**src/hw/rtl/mfp_pkg.sv**
```systemverilog
// mfp_pkg: shared types and constants for the mixed fraction text parser
// used by mfp_ctrl, mfp_dp, the top level and the checker; no dependencies
package mfp_pkg;

   localparam int MAX_CHARS_DEF  = 19;
   localparam int VALUE_BITS_DEF = 32;

   // working width of magnitude, gcd and divider
   localparam int MAG_W = 64;
   localparam int OUT_W = 31;
   localparam logic [MAG_W-1:0] OUT_MAX = MAG_W'(32'h7FFF_FFFF);

   localparam logic [7:0] CH_ZERO  = 8'h30;
   localparam logic [7:0] CH_NINE  = 8'h39;
   localparam logic [7:0] CH_MINUS = 8'h2D;
   localparam logic [7:0] CH_SPACE = 8'h20;
   localparam logic [7:0] CH_SLASH = 8'h2F;

   localparam logic [1:0] PH_WHOLE  = 2'd0;
   localparam logic [1:0] PH_TOP    = 2'd1;
   localparam logic [1:0] PH_BOTTOM = 2'd2;

   localparam logic [1:0] STAT_OK       = 2'd0;
   localparam logic [1:0] STAT_ZERO_DEN = 2'd1;
   localparam logic [1:0] STAT_SAT      = 2'd2;

   typedef enum logic [3:0] {
      S_IDLE,
      S_EVAL,
      S_MUL,
      S_MULEND,
      S_GCD,
      S_DIVN,
      S_NEXT,
      S_DIVD,
      S_STORE,
      S_EMIT
   } ctrl_state_type;

   typedef struct packed {
      logic [7:0] ch;
      logic       last;
   } req_beat_type;

   typedef struct packed {
      logic signed [31:0]  numer;
      logic [OUT_W-1:0]    denom;
      logic [1:0]          status;
   } rsp_beat_type;

   typedef struct packed {
      logic take;
      logic clear;
      logic set_err;
      logic load_int;
      logic mul_start;
      logic mul_step;
      logic mul_finish;
      logic gcd_step;
      logic div_start_n;
      logic div_start_d;
      logic div_step;
      logic store_n;
      logic store_d;
      logic emit;
   } cmd_type;

   typedef struct packed {
      logic is_int;
      logic zero_den;
      logic mul_last;
      logic gcd_done;
      logic div_last;
   } sts_type;

endpackage

```
**src/hw/rtl/mfp_dp.sv**
```systemverilog
// mfp_dp: datapath of the parser; digit accumulators, shift-add multiplier,
// binary gcd, restoring divider and the result register; uses mfp_pkg
module mfp_dp #(
   parameter int MAX_CHARS  = mfp_pkg::MAX_CHARS_DEF,
   parameter int VALUE_BITS = mfp_pkg::VALUE_BITS_DEF
) (
   input  logic                  clock,
   input  logic                  reset,
   input  mfp_pkg::req_beat_type req_beat,
   input  mfp_pkg::cmd_type      cmd,
   output mfp_pkg::sts_type      sts,
   output mfp_pkg::rsp_beat_type rsp_beat
);
   import mfp_pkg::*;

   localparam int FW    = VALUE_BITS - 1;
   localparam int PW    = 2 * FW;
   localparam int SUM_W = PW + 1;
   localparam int CW    = $clog2(MAX_CHARS + 1);
   localparam int CNT_W = $clog2(MAG_W);
   localparam int KW    = $clog2(MAG_W) + 1;

   // line state
   logic [FW-1:0] whole_ff, whole_in, top_ff, top_in, bottom_ff, bottom_in;
   logic [1:0]    phase_ff, phase_in;
   logic          neg_ff, neg_in, sat_ff, sat_in, err_ff, err_in;
   logic [CW-1:0] count_ff, count_in;

   // arithmetic registers
   logic [MAG_W-1:0] mag_ff, mag_in, den_ff, den_in;
   logic [MAG_W-1:0] ga_ff, ga_in, gb_ff, gb_in;
   logic [KW-1:0]    k_ff, k_in;
   logic [PW-1:0]    p_ff, p_in, mc_ff, mc_in;
   logic [FW-1:0]    mp_ff, mp_in;
   logic [MAG_W-1:0] q_ff, q_in, r_ff, r_in, dvs_ff, dvs_in;
   logic [CNT_W-1:0] cnt_ff, cnt_in;
   rsp_beat_type     rsp_ff, rsp_in;

   logic [FW-1:0]    acc_cur;
   logic [FW+3:0]    acc_ext;
   logic [FW-1:0]    acc_new;
   logic             acc_sat;
   logic [3:0]       digit;
   logic             is_digit;
   logic [SUM_W-1:0] sum;
   logic [MAG_W-1:0] sum_sat;
   logic [MAG_W:0]   rs;
   logic [MAG_W-1:0] gdiff;
   logic             mag_big, den_big;
   logic [OUT_W-1:0] m31, d31;
   logic [31:0]      m32;

   assign digit    = 4'(req_beat.ch - CH_ZERO);
   assign is_digit = (req_beat.ch >= CH_ZERO) && (req_beat.ch <= CH_NINE);

   always_comb begin
      priority if (phase_ff == PH_WHOLE) acc_cur = whole_ff;
      else if (phase_ff == PH_TOP)       acc_cur = top_ff;
      else                               acc_cur = bottom_ff;
   end

   // acc*10 + d, saturating at the field maximum
   assign acc_ext = ({4'b0, acc_cur} << 3) + ({4'b0, acc_cur} << 1) + (FW+4)'(digit);
   assign acc_sat = |acc_ext[FW+3:FW];
   assign acc_new = acc_sat ? '1 : acc_ext[FW-1:0];

   assign sum = SUM_W'(p_ff) + SUM_W'(top_ff);
   generate
      if (SUM_W > MAG_W) begin : g_sat
         assign sum_sat = (|sum[SUM_W-1:MAG_W]) ? '1 : sum[MAG_W-1:0];
      end else begin : g_nosat
         assign sum_sat = MAG_W'(sum);
      end
   endgenerate

   assign rs    = {r_ff, q_ff[MAG_W-1]};
   assign gdiff = (ga_ff >= gb_ff) ? ga_ff - gb_ff : gb_ff - ga_ff;

   always_comb begin
      whole_in  = whole_ff;
      top_in    = top_ff;
      bottom_in = bottom_ff;
      phase_in  = phase_ff;
      neg_in    = neg_ff;
      sat_in    = sat_ff;
      err_in    = err_ff;
      count_in  = count_ff;
      mag_in    = mag_ff;
      den_in    = den_ff;
      ga_in     = ga_ff;
      gb_in     = gb_ff;
      k_in      = k_ff;
      p_in      = p_ff;
      mc_in     = mc_ff;
      mp_in     = mp_ff;
      q_in      = q_ff;
      r_in      = r_ff;
      dvs_in    = dvs_ff;
      cnt_in    = cnt_ff;
      rsp_in    = rsp_ff;

      if (cmd.take && (count_ff < CW'(MAX_CHARS))) begin
         count_in = count_ff + 1'b1;
         priority if (is_digit) begin
            if (acc_sat) sat_in = 1'b1;
            priority if (phase_ff == PH_WHOLE) whole_in = acc_new;
            else if (phase_ff == PH_TOP)       top_in = acc_new;
            else                               bottom_in = acc_new;
         end else if (req_beat.ch == CH_MINUS) begin
            if (count_ff == '0) neg_in = 1'b1;
         end else if (req_beat.ch == CH_SPACE) begin
            if (phase_ff == PH_WHOLE) phase_in = PH_TOP;
         end else if (req_beat.ch == CH_SLASH) begin
            if (phase_ff == PH_WHOLE) begin
               top_in   = whole_ff;
               whole_in = '0;
               phase_in = PH_BOTTOM;
            end else if (phase_ff == PH_TOP) begin
               phase_in = PH_BOTTOM;
            end
         end else begin
            phase_in = phase_ff;
         end
      end

      if (cmd.set_err) err_in = 1'b1;

      if (cmd.load_int) begin
         mag_in = MAG_W'(whole_ff);
         den_in = MAG_W'(1);
         ga_in  = MAG_W'(whole_ff);
         gb_in  = MAG_W'(1);
         k_in   = '0;
      end

      if (cmd.mul_start) begin
         p_in   = '0;
         mc_in  = PW'(whole_ff);
         mp_in  = bottom_ff;
         cnt_in = '0;
      end
      if (cmd.mul_step) begin
         if (mp_ff[0]) p_in = p_ff + mc_ff;
         mc_in  = mc_ff << 1;
         mp_in  = mp_ff >> 1;
         cnt_in = cnt_ff + 1'b1;
      end
      if (cmd.mul_finish) begin
         mag_in = sum_sat;
         den_in = MAG_W'(bottom_ff);
         ga_in  = sum_sat;
         gb_in  = MAG_W'(bottom_ff);
         k_in   = '0;
      end

      // one binary gcd step
      if (cmd.gcd_step && (ga_ff != '0)) begin
         priority if (!ga_ff[0] && !gb_ff[0]) begin
            ga_in = ga_ff >> 1;
            gb_in = gb_ff >> 1;
            k_in  = k_ff + 1'b1;
         end else if (!ga_ff[0]) begin
            ga_in = ga_ff >> 1;
         end else if (!gb_ff[0]) begin
            gb_in = gb_ff >> 1;
         end else if (ga_ff >= gb_ff) begin
            ga_in = gdiff >> 1;
         end else begin
            gb_in = gdiff >> 1;
         end
      end

      if (cmd.div_start_n) begin
         q_in   = mag_ff;
         r_in   = '0;
         dvs_in = gb_ff << k_ff;
         cnt_in = '0;
      end
      if (cmd.store_n) mag_in = q_ff;
      if (cmd.div_start_d) begin
         q_in   = den_ff;
         r_in   = '0;
         cnt_in = '0;
      end
      if (cmd.div_step) begin
         if (rs >= {1'b0, dvs_ff}) begin
            r_in = MAG_W'(rs - {1'b0, dvs_ff});
            q_in = {q_ff[MAG_W-2:0], 1'b1};
         end else begin
            r_in = rs[MAG_W-1:0];
            q_in = {q_ff[MAG_W-2:0], 1'b0};
         end
         cnt_in = cnt_ff + 1'b1;
      end
      if (cmd.store_d) den_in = q_ff;

      if (cmd.emit) begin
         if (err_ff) begin
            rsp_in.numer  = '0;
            rsp_in.denom  = '0;
            rsp_in.status = STAT_ZERO_DEN;
         end else begin
            rsp_in.numer  = neg_ff ? -m32 : m32;
            rsp_in.denom  = d31;
            rsp_in.status = (sat_ff || mag_big || den_big) ? STAT_SAT : STAT_OK;
         end
      end

      if (cmd.clear) begin
         whole_in  = '0;
         top_in    = '0;
         bottom_in = '0;
         phase_in  = PH_WHOLE;
         neg_in    = 1'b0;
         sat_in    = 1'b0;
         err_in    = 1'b0;
         count_in  = '0;
      end
   end

   // clamp to the 31-bit result range
   assign mag_big = mag_ff > OUT_MAX;
   assign den_big = (mag_ff != '0) && (den_ff > OUT_MAX);
   assign m31     = mag_big ? OUT_MAX[OUT_W-1:0] : mag_ff[OUT_W-1:0];
   assign m32     = {1'b0, m31};
   always_comb begin
      priority if (mag_ff == '0) d31 = OUT_W'(1);
      else if (den_big)          d31 = OUT_MAX[OUT_W-1:0];
      else                       d31 = den_ff[OUT_W-1:0];
   end

   always_ff @(posedge clock) begin
      if (reset) begin
         whole_ff  <= '0;
         top_ff    <= '0;
         bottom_ff <= '0;
         phase_ff  <= PH_WHOLE;
         neg_ff    <= 1'b0;
         sat_ff    <= 1'b0;
         err_ff    <= 1'b0;
         count_ff  <= '0;
      end else begin
         whole_ff  <= whole_in;
         top_ff    <= top_in;
         bottom_ff <= bottom_in;
         phase_ff  <= phase_in;
         neg_ff    <= neg_in;
         sat_ff    <= sat_in;
         err_ff    <= err_in;
         count_ff  <= count_in;
      end
   end

   always_ff @(posedge clock) begin
      mag_ff <= mag_in;
      den_ff <= den_in;
      ga_ff  <= ga_in;
      gb_ff  <= gb_in;
      k_ff   <= k_in;
      p_ff   <= p_in;
      mc_ff  <= mc_in;
      mp_ff  <= mp_in;
      q_ff   <= q_in;
      r_ff   <= r_in;
      dvs_ff <= dvs_in;
      cnt_ff <= cnt_in;
      rsp_ff <= rsp_in;
   end

   assign sts.is_int   = (phase_ff == PH_WHOLE);
   assign sts.zero_den = (phase_ff == PH_TOP) || (bottom_ff == '0);
   assign sts.mul_last = (cnt_ff == CNT_W'(FW - 1));
   assign sts.gcd_done = (ga_ff == '0);
   assign sts.div_last = (cnt_ff == CNT_W'(MAG_W - 1));
   assign rsp_beat     = rsp_ff;

endmodule

```
**src/hw/rtl/mfp_ctrl.sv**
```systemverilog
// mfp_ctrl: sequencer of the parser; drives datapath commands and both
// handshakes; uses mfp_pkg
module mfp_ctrl (
   input  logic             clock,
   input  logic             reset,
   input  logic             req_valid,
   input  logic             req_last,
   output logic             req_stall,
   output logic             rsp_valid,
   input  logic             rsp_stall,
   input  mfp_pkg::sts_type sts,
   output mfp_pkg::cmd_type cmd
);
   import mfp_pkg::*;

   ctrl_state_type state_ff, state_in;
   logic           rsp_valid_ff, rsp_valid_in;
   logic           out_free;

   assign out_free = !rsp_valid_ff || !rsp_stall;

   always_ff @(posedge clock) begin
      if (reset) begin
         state_ff     <= S_IDLE;
         rsp_valid_ff <= 1'b0;
      end else begin
         state_ff     <= state_in;
         rsp_valid_ff <= rsp_valid_in;
      end
   end

   always_comb begin
      state_in     = state_ff;
      cmd          = '0;
      req_stall    = 1'b1;
      rsp_valid_in = rsp_valid_ff && rsp_stall;
      unique case (state_ff)
         S_IDLE: begin
            req_stall = 1'b0;
            if (req_valid) begin
               cmd.take = 1'b1;
               if (req_last) state_in = S_EVAL;
            end
         end
         S_EVAL: begin
            priority if (sts.is_int) begin
               cmd.load_int = 1'b1;
               state_in     = S_GCD;
            end else if (sts.zero_den) begin
               cmd.set_err = 1'b1;
               state_in    = S_EMIT;
            end else begin
               cmd.mul_start = 1'b1;
               state_in      = S_MUL;
            end
         end
         S_MUL: begin
            cmd.mul_step = 1'b1;
            if (sts.mul_last) state_in = S_MULEND;
         end
         S_MULEND: begin
            cmd.mul_finish = 1'b1;
            state_in       = S_GCD;
         end
         S_GCD: begin
            if (sts.gcd_done) begin
               cmd.div_start_n = 1'b1;
               state_in        = S_DIVN;
            end else begin
               cmd.gcd_step = 1'b1;
            end
         end
         S_DIVN: begin
            cmd.div_step = 1'b1;
            if (sts.div_last) state_in = S_NEXT;
         end
         S_NEXT: begin
            cmd.store_n     = 1'b1;
            cmd.div_start_d = 1'b1;
            state_in        = S_DIVD;
         end
         S_DIVD: begin
            cmd.div_step = 1'b1;
            if (sts.div_last) state_in = S_STORE;
         end
         S_STORE: begin
            cmd.store_d = 1'b1;
            state_in    = S_EMIT;
         end
         S_EMIT: begin
            if (out_free) begin
               cmd.emit     = 1'b1;
               cmd.clear    = 1'b1;
               rsp_valid_in = 1'b1;
               state_in     = S_IDLE;
            end
         end
         default: state_in = S_IDLE;
      endcase
   end

   assign rsp_valid = rsp_valid_ff;

endmodule

```
**src/hw/rtl/mixed_fraction_text_parser.sv**
```systemverilog
// mixed_fraction_text_parser: top level, one line of text in, one reduced
// fraction out; depends on mfp_pkg, mfp_ctrl and mfp_dp
// a character that is not last is taken back to back
// a last character starts the line end work: evaluate, a shift-add multiply
// (fractions only), binary gcd steps, then two bit-serial divisions and the
// result store and emit; a zero denominator goes straight to emit
// synchronous active-high reset clears the line state and the result valid
module mixed_fraction_text_parser #(
   parameter int MAX_CHARS  = mfp_pkg::MAX_CHARS_DEF,
   parameter int VALUE_BITS = mfp_pkg::VALUE_BITS_DEF
) (
   input  logic                  clock,
   input  logic                  reset,
   // character beats
   input  logic                  req_valid,
   output logic                  req_stall,
   input  mfp_pkg::req_beat_type req_beat,
   // result beats
   output logic                  rsp_valid,
   input  logic                  rsp_stall,
   output mfp_pkg::rsp_beat_type rsp_beat
);
   import mfp_pkg::*;

   cmd_type cmd;
   sts_type sts;

   // sequencer: owns both handshakes, the result valid flag and the
   // order of multiply, gcd and the two divisions
   mfp_ctrl u_ctrl (
      .clock     (clock),
      .reset     (reset),
      .req_valid (req_valid),
      .req_last  (req_beat.last),
      .req_stall (req_stall),
      .rsp_valid (rsp_valid),
      .rsp_stall (rsp_stall),
      .sts       (sts),
      .cmd       (cmd)
   );

   // datapath: digit fields, arithmetic units and the result register,
   // which holds a finished beat while the next line's characters arrive
   mfp_dp #(
      .MAX_CHARS  (MAX_CHARS),
      .VALUE_BITS (VALUE_BITS)
   ) u_dp (
      .clock    (clock),
      .reset    (reset),
      .req_beat (req_beat),
      .cmd      (cmd),
      .sts      (sts),
      .rsp_beat (rsp_beat)
   );

endmodule

```
**config.mk**
```make
export PLATFORM = sky130hd
export DESIGN_NAME = mixed_fraction_text_parser
export DESIGN_NICKNAME = d
export VERILOG_FILES = /design/src/hw/rtl/mfp_pkg.sv /design/src/hw/rtl/mfp_dp.sv /design/src/hw/rtl/mfp_ctrl.sv /design/src/hw/rtl/mixed_fraction_text_parser.sv
export SDC_FILE = /design/constraint.sdc
export NUM_CORES = 2
export LEC_CHECK = 0
export ABC_AREA = 1
export BUFFER_PORTS_ARGS = -buffer_cell sky130_fd_sc_hd__buf_4
export CORE_MARGIN = 4
export CORE_UTILIZATION = 30
export DETAILED_ROUTE_END_ITERATION = 10
export PLACE_DENSITY = 0.54
export SYNTH_ARGS = -nofsm -noshare
export SYNTH_HDL_FRONTEND = slang
export SYNTH_SLANG_ARGS = --single-unit
```
**constraint.sdc**
```tcl
create_clock -name clock -period 4.5 [get_ports clock]
set_input_delay 1.125 -clock clock [delete_from_list [all_inputs] [get_ports clock]]
set_output_delay 1.125 -clock clock [all_outputs]
set_load 0.1 [all_outputs]
```
## After elaboration in Yosys (flattened, before gate mapping)

Cells that the tools add are included.
Widths: inputs -> output; s select.

- Flip-flop bits (word level): 789
- Latch bits: 0
- RAM bits: 0
- Bits in read-only memories: 0
- Bits of input ports: 13
- Logic and storage cells: 228
- Memories: 0

- Add/sub/neg operators: 12
- $mul: 0
- Div/mod/pow operators: 0
- Magnitude comparators: 7
- Equality and inequality tests: 30
- Shifts and indexed selects: 1
- Multiplexer cells: 102
- Bitwise operators: 5
- Reductions and logical operators: 42

Operators with widths:

| operator | number |
|---|---|
| $mux 64 | 28 |
| $mux 31 | 19 |
| $mux 62 | 5 |
| $sub 64x64->64 | 3 |
| $gt 64x31->1 const B | 2 |
| $logic_not 64->1 | 2 |
| $reduce_bool 64->1 | 2 |
| $ge 65x64->1 | 1 |
| $ge 64x64->1 | 1 |
| $shl 64x7->64 | 1 |
| $add 62x31->63 | 1 |
| $add 62x62->62 | 1 |
| $mux 30 | 2 |
| $pmux 4 s10 | 1 |
| $mux 4 | 9 |
| $add 34x32->35 | 1 |
| $add 35x4->35 | 1 |
| $neg 31->32 | 1 |
| $logic_not 31->1 | 1 |
| $mux 6 | 5 |
| $mux 7 | 4 |
| $eq 8x6->1 const B | 3 |
| $mux 1 | 21 |
| $ne 2x2->1 const B | 10 |
| 35 further kinds | 74 |

## Depth between registers and ports, before layout

- Depth in word-level cells: 12
- Depth in mapped cells: 26
- Gate-level depth less buffers: 22

## Hierarchy

Synthesis repeated with hierarchy kept, for this count alone.

- Cells, all modules: 10054
- Area, all modules: 65242.6 um2

Modules (own cells, without submodules):

| module | times used | cells an instance | area an instance (um2) | sequential area each (um2) |
|---|---|---|---|---|
| mfp_dp | 1 | 9972 | 64770.9 | 20519.7 |
| mfp_ctrl | 1 | 82 | 471.7 | 100.1 |

## Least setup slack after synthesis

OpenSTA, ideal clock, no wires.

- Path kind: input-to-reg
- From: input rsp_stall
- To: register u_dp.rsp_ff (netlist bit u_dp.rsp_beat[0]) (enable)
- Arrival time: 4.005 ns
- Required time: 4.012 ns
- Setup slack: 0.006 ns
- Cell stages on the path: 3
- Buffers on the path: 0
- Path through: nand2_1 -> inv_1 -> nor2_1

RTL lines:

| item | line | RTL |
|---|---|---|
| start: declaration | mixed_fraction_text_parser.sv:20 | `input logic rsp_stall,` |
| end signal: assignment | mfp_dp.sv:267 | `rsp_ff <= rsp_in;` |
| end: declaration | mfp_dp.sv:37 | `rsp_beat_type rsp_ff, rsp_in;` |

## Final worst setup path

- From: register u_dp.phase_ff[0]
- To: register u_dp.whole_ff[19]

- Word-level cells in the longest chain between the ends: 9
- Elaborated cells on any way between the ends: 13
- Those cells by class: 2 x add/sub; 3 x eq/ne; 5 x mux; 3 x reduce/logical

Ends and longest elaborated chain:

| item | line | RTL |
|---|---|---|
| start: declaration | mfp_dp.sv:25 | `logic [1:0] phase_ff, phase_in;` |
| start signal: assignment | mfp_dp.sv:246 | `phase_ff <= phase_in;` |
| $eq 2x1->1 | mfp_dp.sv:58 | `else if (phase_ff == PH_TOP) acc_cur = top_ff;` |
| $mux 31 | mfp_dp.sv:58 |  |
| $mux 31 | mfp_dp.sv:57 | `priority if (phase_ff == PH_WHOLE) acc_cur = whole_ff;` |
| $add 34x32->35 | mfp_dp.sv:63 | `assign acc_ext = ({4'b0, acc_cur} << 3) + ({4'b0, acc_cur} << 1) + (FW+4)'(digit);` |
| $add 35x4->35 | mfp_dp.sv:63 |  |
| $reduce_or 4->1 | mfp_dp.sv:64 | `assign acc_sat = \|acc_ext[FW+3:FW];` |
| $mux 31 | mfp_dp.sv:65 | `assign acc_new = acc_sat ? '1 : acc_ext[FW-1:0];` |
| $mux 31 | mfp_dp.sv:106 | `priority if (phase_ff == PH_WHOLE) whole_in = acc_new;` |
| $mux 31 | mfp_dp.sv:104 | `priority if (is_digit) begin` |
| end signal: assignment | mfp_dp.sv:243 | `whole_ff <= whole_in;` |
| end: declaration | mfp_dp.sv:24 | `logic [FW-1:0] whole_ff, whole_in, top_ff, top_in, bottom_ff, bottom_in;` |

Parallel ways exist; a longest one is shown, timed or not. The select of a mux whose other input is x is not followed.
A chain may end at the register's enable or synchronous reset.

==> flow_metrics.tcl <==
set metrics [dict create \
    crit_arrival_ns 4.64 \
    drive_gt1_share_pct 5.485 \
    cts.repair.resized 0 \
    htreeDepth 3 \
    p_switching_mw 27.93 \
    cts_tree "built" \
    max_slew_margin_pct -1.706 \
    clock_latency_ns 0.79 \
    rsz0062_at_grt "false" \
    setup_violations 0 \
    synthToLayoutAreaGrowth_pct 12.69 \
    pwr-share-comb_pct 61.4 \
    period_minus_slack_ns 3.983 \
    yosys_register_bits 789 \
    drt_iter0_drc 8191 \
    layout_commonest_cell "nand2_1" \
    routedWlPerCell_um 23.76 \
    gp_congestion 1.010 \
    syn_area_per_cell_um2 6.349 \
    hold_viol 0 \
    grt_max_degree 93 \
    cap_violations 1 \
    port-buffer-count 79 \
    yosysWarnings 0 \
    grt_pass1_vias 66350 \
    die_area_um2 228900 \
    end_kind "register" \
    synth_cells 10460 \
    track_usage_pct 26.82 \
    rows 172 \
    tns_ns 0 \
    synth_edf_count 482 \
    fp.coreArea_um2 219900 \
    cts_root_buffer "clkbuf_16" \
    cts_hold_buf 0 \
    crit_chain "inv_1 -> nor2_1 -> inv_1 -> o21a_1 -> inv_1 -> fa_1 -> inv_1 -> fa_1 -> nand3_1 -> nand2_1 -> nand2_1 -> nand2_1 -> inv_1 -> o21ai_0 -> nand2_1 -> buf_4 -> nand3_1 -> nand2_1 -> nor2_2 -> buf_12 -> nand3_1 -> nand2_1 -> a21oi_1" \
    path_clk_slew_ns 0.07 \
    die_x_um 478.4 \
    cp_top_family "simple AND/OR/NAND/NOR gates" \
    startpoint_type "register" \
    num-nets-final 10840 \
    ir_drop_uv 683.1 \
    drt-total-wl_um 321200 \
    pwr_density_cell_nw_per_um2 665.3 \
    drt-pass1-iter-count 6 \
    clkSinkCount 789 \
    vias 72030 \
    synth-seq-area-share_pct 31.06 \
    crit_required_ns 5.16 \
    drc 0 \
    p_int_mw 21.85 \
    hold_class "register to register" \
    synth_area_um2 66390 \
    start_util_pct 30.19 \
    status "finished, violations left" \
    fmax_mhz 251.1 \
    grt_pass1_wl_um 461200 \
    timing.final.crit_share_pct 88.51 \
    drtAntennaViolNets 0 \
    synthArstFlopShare_pct 0 \
    p_sw_share_pct 56.11 \
    grt-ovfl-total 0 \
    cp_slowest_stage_delay_ns 0.40 \
    layout_common_cells "nand2_1 (3084), inv_1 (1460), nor2_1 (1060)" \
    post-cts-setup-buffer-count 0 \
    antenna_found_initial 8 \
    power_frac_clock_pct 17.9 \
    crit_fanout 26 \
    stdcell_area_um2 74810 \
    ioPinCount 80 \
    postPlaceCellArea_um2 71210 \
    critical_path_class "register to register" \
    p_leak_nw 34.47 \
    path_common_cell "nand2_1" \
    clockBufferDepth 3 \
    die_h_um 478.4 \
    pwr-share-seq_pct 20.7 \
    violations "capacitance limit, slew limit" \
    numCtsBuffers 101 \
    finalClockSkew_ns 0.07648 \
    dpl.hpwl_um 256400 \
    worstMarginPinSlew_ns 1.510 \
    synth_top_flop_cell "edfxtp_1" \
    routed_via_density 5.328 \
    slew_viol_final 3 \
    critPathBufInv 7 \
    syn_nets 10830 \
    cpMaxStageDelayCell "fa_1" \
    synth_cell_types 59 \
]
[flip-flops by register name, summed over array words and instances, names as in the netlist, 62 cells and up]
register / cells
u_dp.p_ff: 62
u_dp.dvs_ff: 64
u_dp.rsp_beat: 65
u_dp.mag_ff: 64
u_dp.mc_ff: 62
u_dp.gb_ff: 64
u_dp.r_ff: 64
u_dp.q_ff: 64
u_dp.ga_ff: 64
u_dp.den_ff: 64
[cell families after synthesis]
| family | after synthesis | synth area share, % |
|---|---|---|
| fa+ha+maj | 359 | 6.845 |
| simple gates | 5098 | 31.17 |
| xor+xnor | 146 | 1.926 |
| buf+inv | 1893 | 10.92 |
| mux | 57 | 0.8594 |
| flops | 789 | 31.06 |
| compound gates | 2115 | 17.22 |
[power groups by stage]
stage / Sequential [mW] / Combinational (mW) / Clock, mW
floorplan: 9.75 / 17.6 / 0
global placement: 10.4 / 29.3 / 0
detailed placement: 10.4 / 29.3 / 0
CTS: 10.2 / 29.5 / 9.10
global route: 10.3 / 32.5 / 9.39
finish: 10.3 / 30.6 / 8.93
[cell type report]
type,instances,area (um2)
clock buffer,125,2739
fill,24220,145100
multi-input combinational,7775,38660
tap,2958,3701
inverter,1488,5599
antenna,5,12.51
timing repair buffer,314,2620
clock inverter,65,855.8
sequential,789,20620
[per-stage QoR]
| stage | utilization [%] | cells | worst slack (ns) | total power, mW | hold WS, ns |
|---|---|---|---|---|---|
| floorplan | - | 10460 | 0.006388 | 27.38 | 0.4064 |
| global placement | 32.38 | 13320 | 0.2457 | 39.69 | 0.4389 |
| detailed placement | 32.38 | 13320 | 0.2408 | 39.74 | 0.4480 |
| CTS | 34.01 | 13510 | 0.5915 | 48.80 | 0.4575 |
| global route | 34.01 | 13520 | 0.2614 | 52.20 | 0.4755 |
| finish | 34.02 | 13520 | 0.5169 | 49.77 | 0.4591 |
[metal layers]
layer  up-vias  track usage (%)  wire length (um)
met4         4            10.09             13630
met2      3184            41.48            138500
met1     34160            37.64            143600
met5         -                0                23
met3       476            3.949             25420
li1      34210                -                 -
[final timing paths]
kind,cells after the start,from,slack (ns),to
worst min-delay path,2,u_dp.mp_ff[30],0.46,u_dp.mp_ff[30]
worst max register to register,23,u_dp.phase_ff[0],0.52,u_dp.whole_ff[19]
worst min register to register,2,u_dp.mp_ff[30],0.46,u_dp.mp_ff[30]
worst max-delay path,23,u_dp.phase_ff[0],0.52,u_dp.whole_ff[19]
[Yosys cell counts, types with 4 or more instances]
| library cell | instances | area [um2] |
|---|---|---|
| nor2_2 | 9 | 56.30 |
| o22ai_1 | 108 | 675.7 |
| o21bai_1 | 45 | 337.8 |
| xnor2_1 | 45 | 394.1 |
| clkbuf_2 | 24 | 120.1 |
| nor3b_1 | 6 | 45.04 |
| a31oi_1 | 39 | 244.0 |
| a21oi_1 | 892 | 4464 |
| a211oi_1 | 11 | 82.58 |
| nand3b_1 | 34 | 255.2 |
| a21boi_0 | 10 | 75.07 |
| dfxtp_1 | 307 | 6146 |
| clkbuf_1 | 282 | 1059 |
| nand3_1 | 600 | 3003 |
| o21ai_1 | 9 | 45.04 |
| a21o_1 | 19 | 142.6 |
| nor4_1 | 47 | 294.0 |
| and3_1 | 7 | 43.79 |
| o221ai_1 | 51 | 446.7 |
| edfxtp_1 | 482 | 14470 |
| ha_1 | 352 | 4404 |
| nand4_1 | 93 | 581.8 |
| mux2i_1 | 57 | 570.6 |
| o31ai_1 | 7 | 52.55 |
| buf_1 | 36 | 135.1 |
| o21a_1 | 18 | 135.1 |
| nor3_1 | 94 | 470.5 |
| buf_2 | 56 | 280.3 |
| or2_2 | 23 | 143.9 |
| nand2_2 | 9 | 56.30 |
| xor2_1 | 101 | 884.6 |
| clkinv_1 | 7 | 26.28 |
| o21ai_0 | 836 | 4184 |
| nand2_1 | 3094 | 11610 |
| nor2_1 | 1068 | 4009 |
| buf_6 | 4 | 45.04 |
| fa_1 | 7 | 140.1 |
| o211ai_1 | 51 | 382.9 |
| inv_1 | 1469 | 5514 |
| inv_2 | 12 | 45.04 |
[worst reg2reg max path: cells and delay by family, from the launching register on]
family / cells / cell delay, ns
fa+ha+maj: 2 / 0.62
simple gates: 11 / 1.41
compound gates: 3 / 0.59
flops: 1 / 0.34
buf+inv: 7 / 0.89
Power figures use the tool's default switching activity.
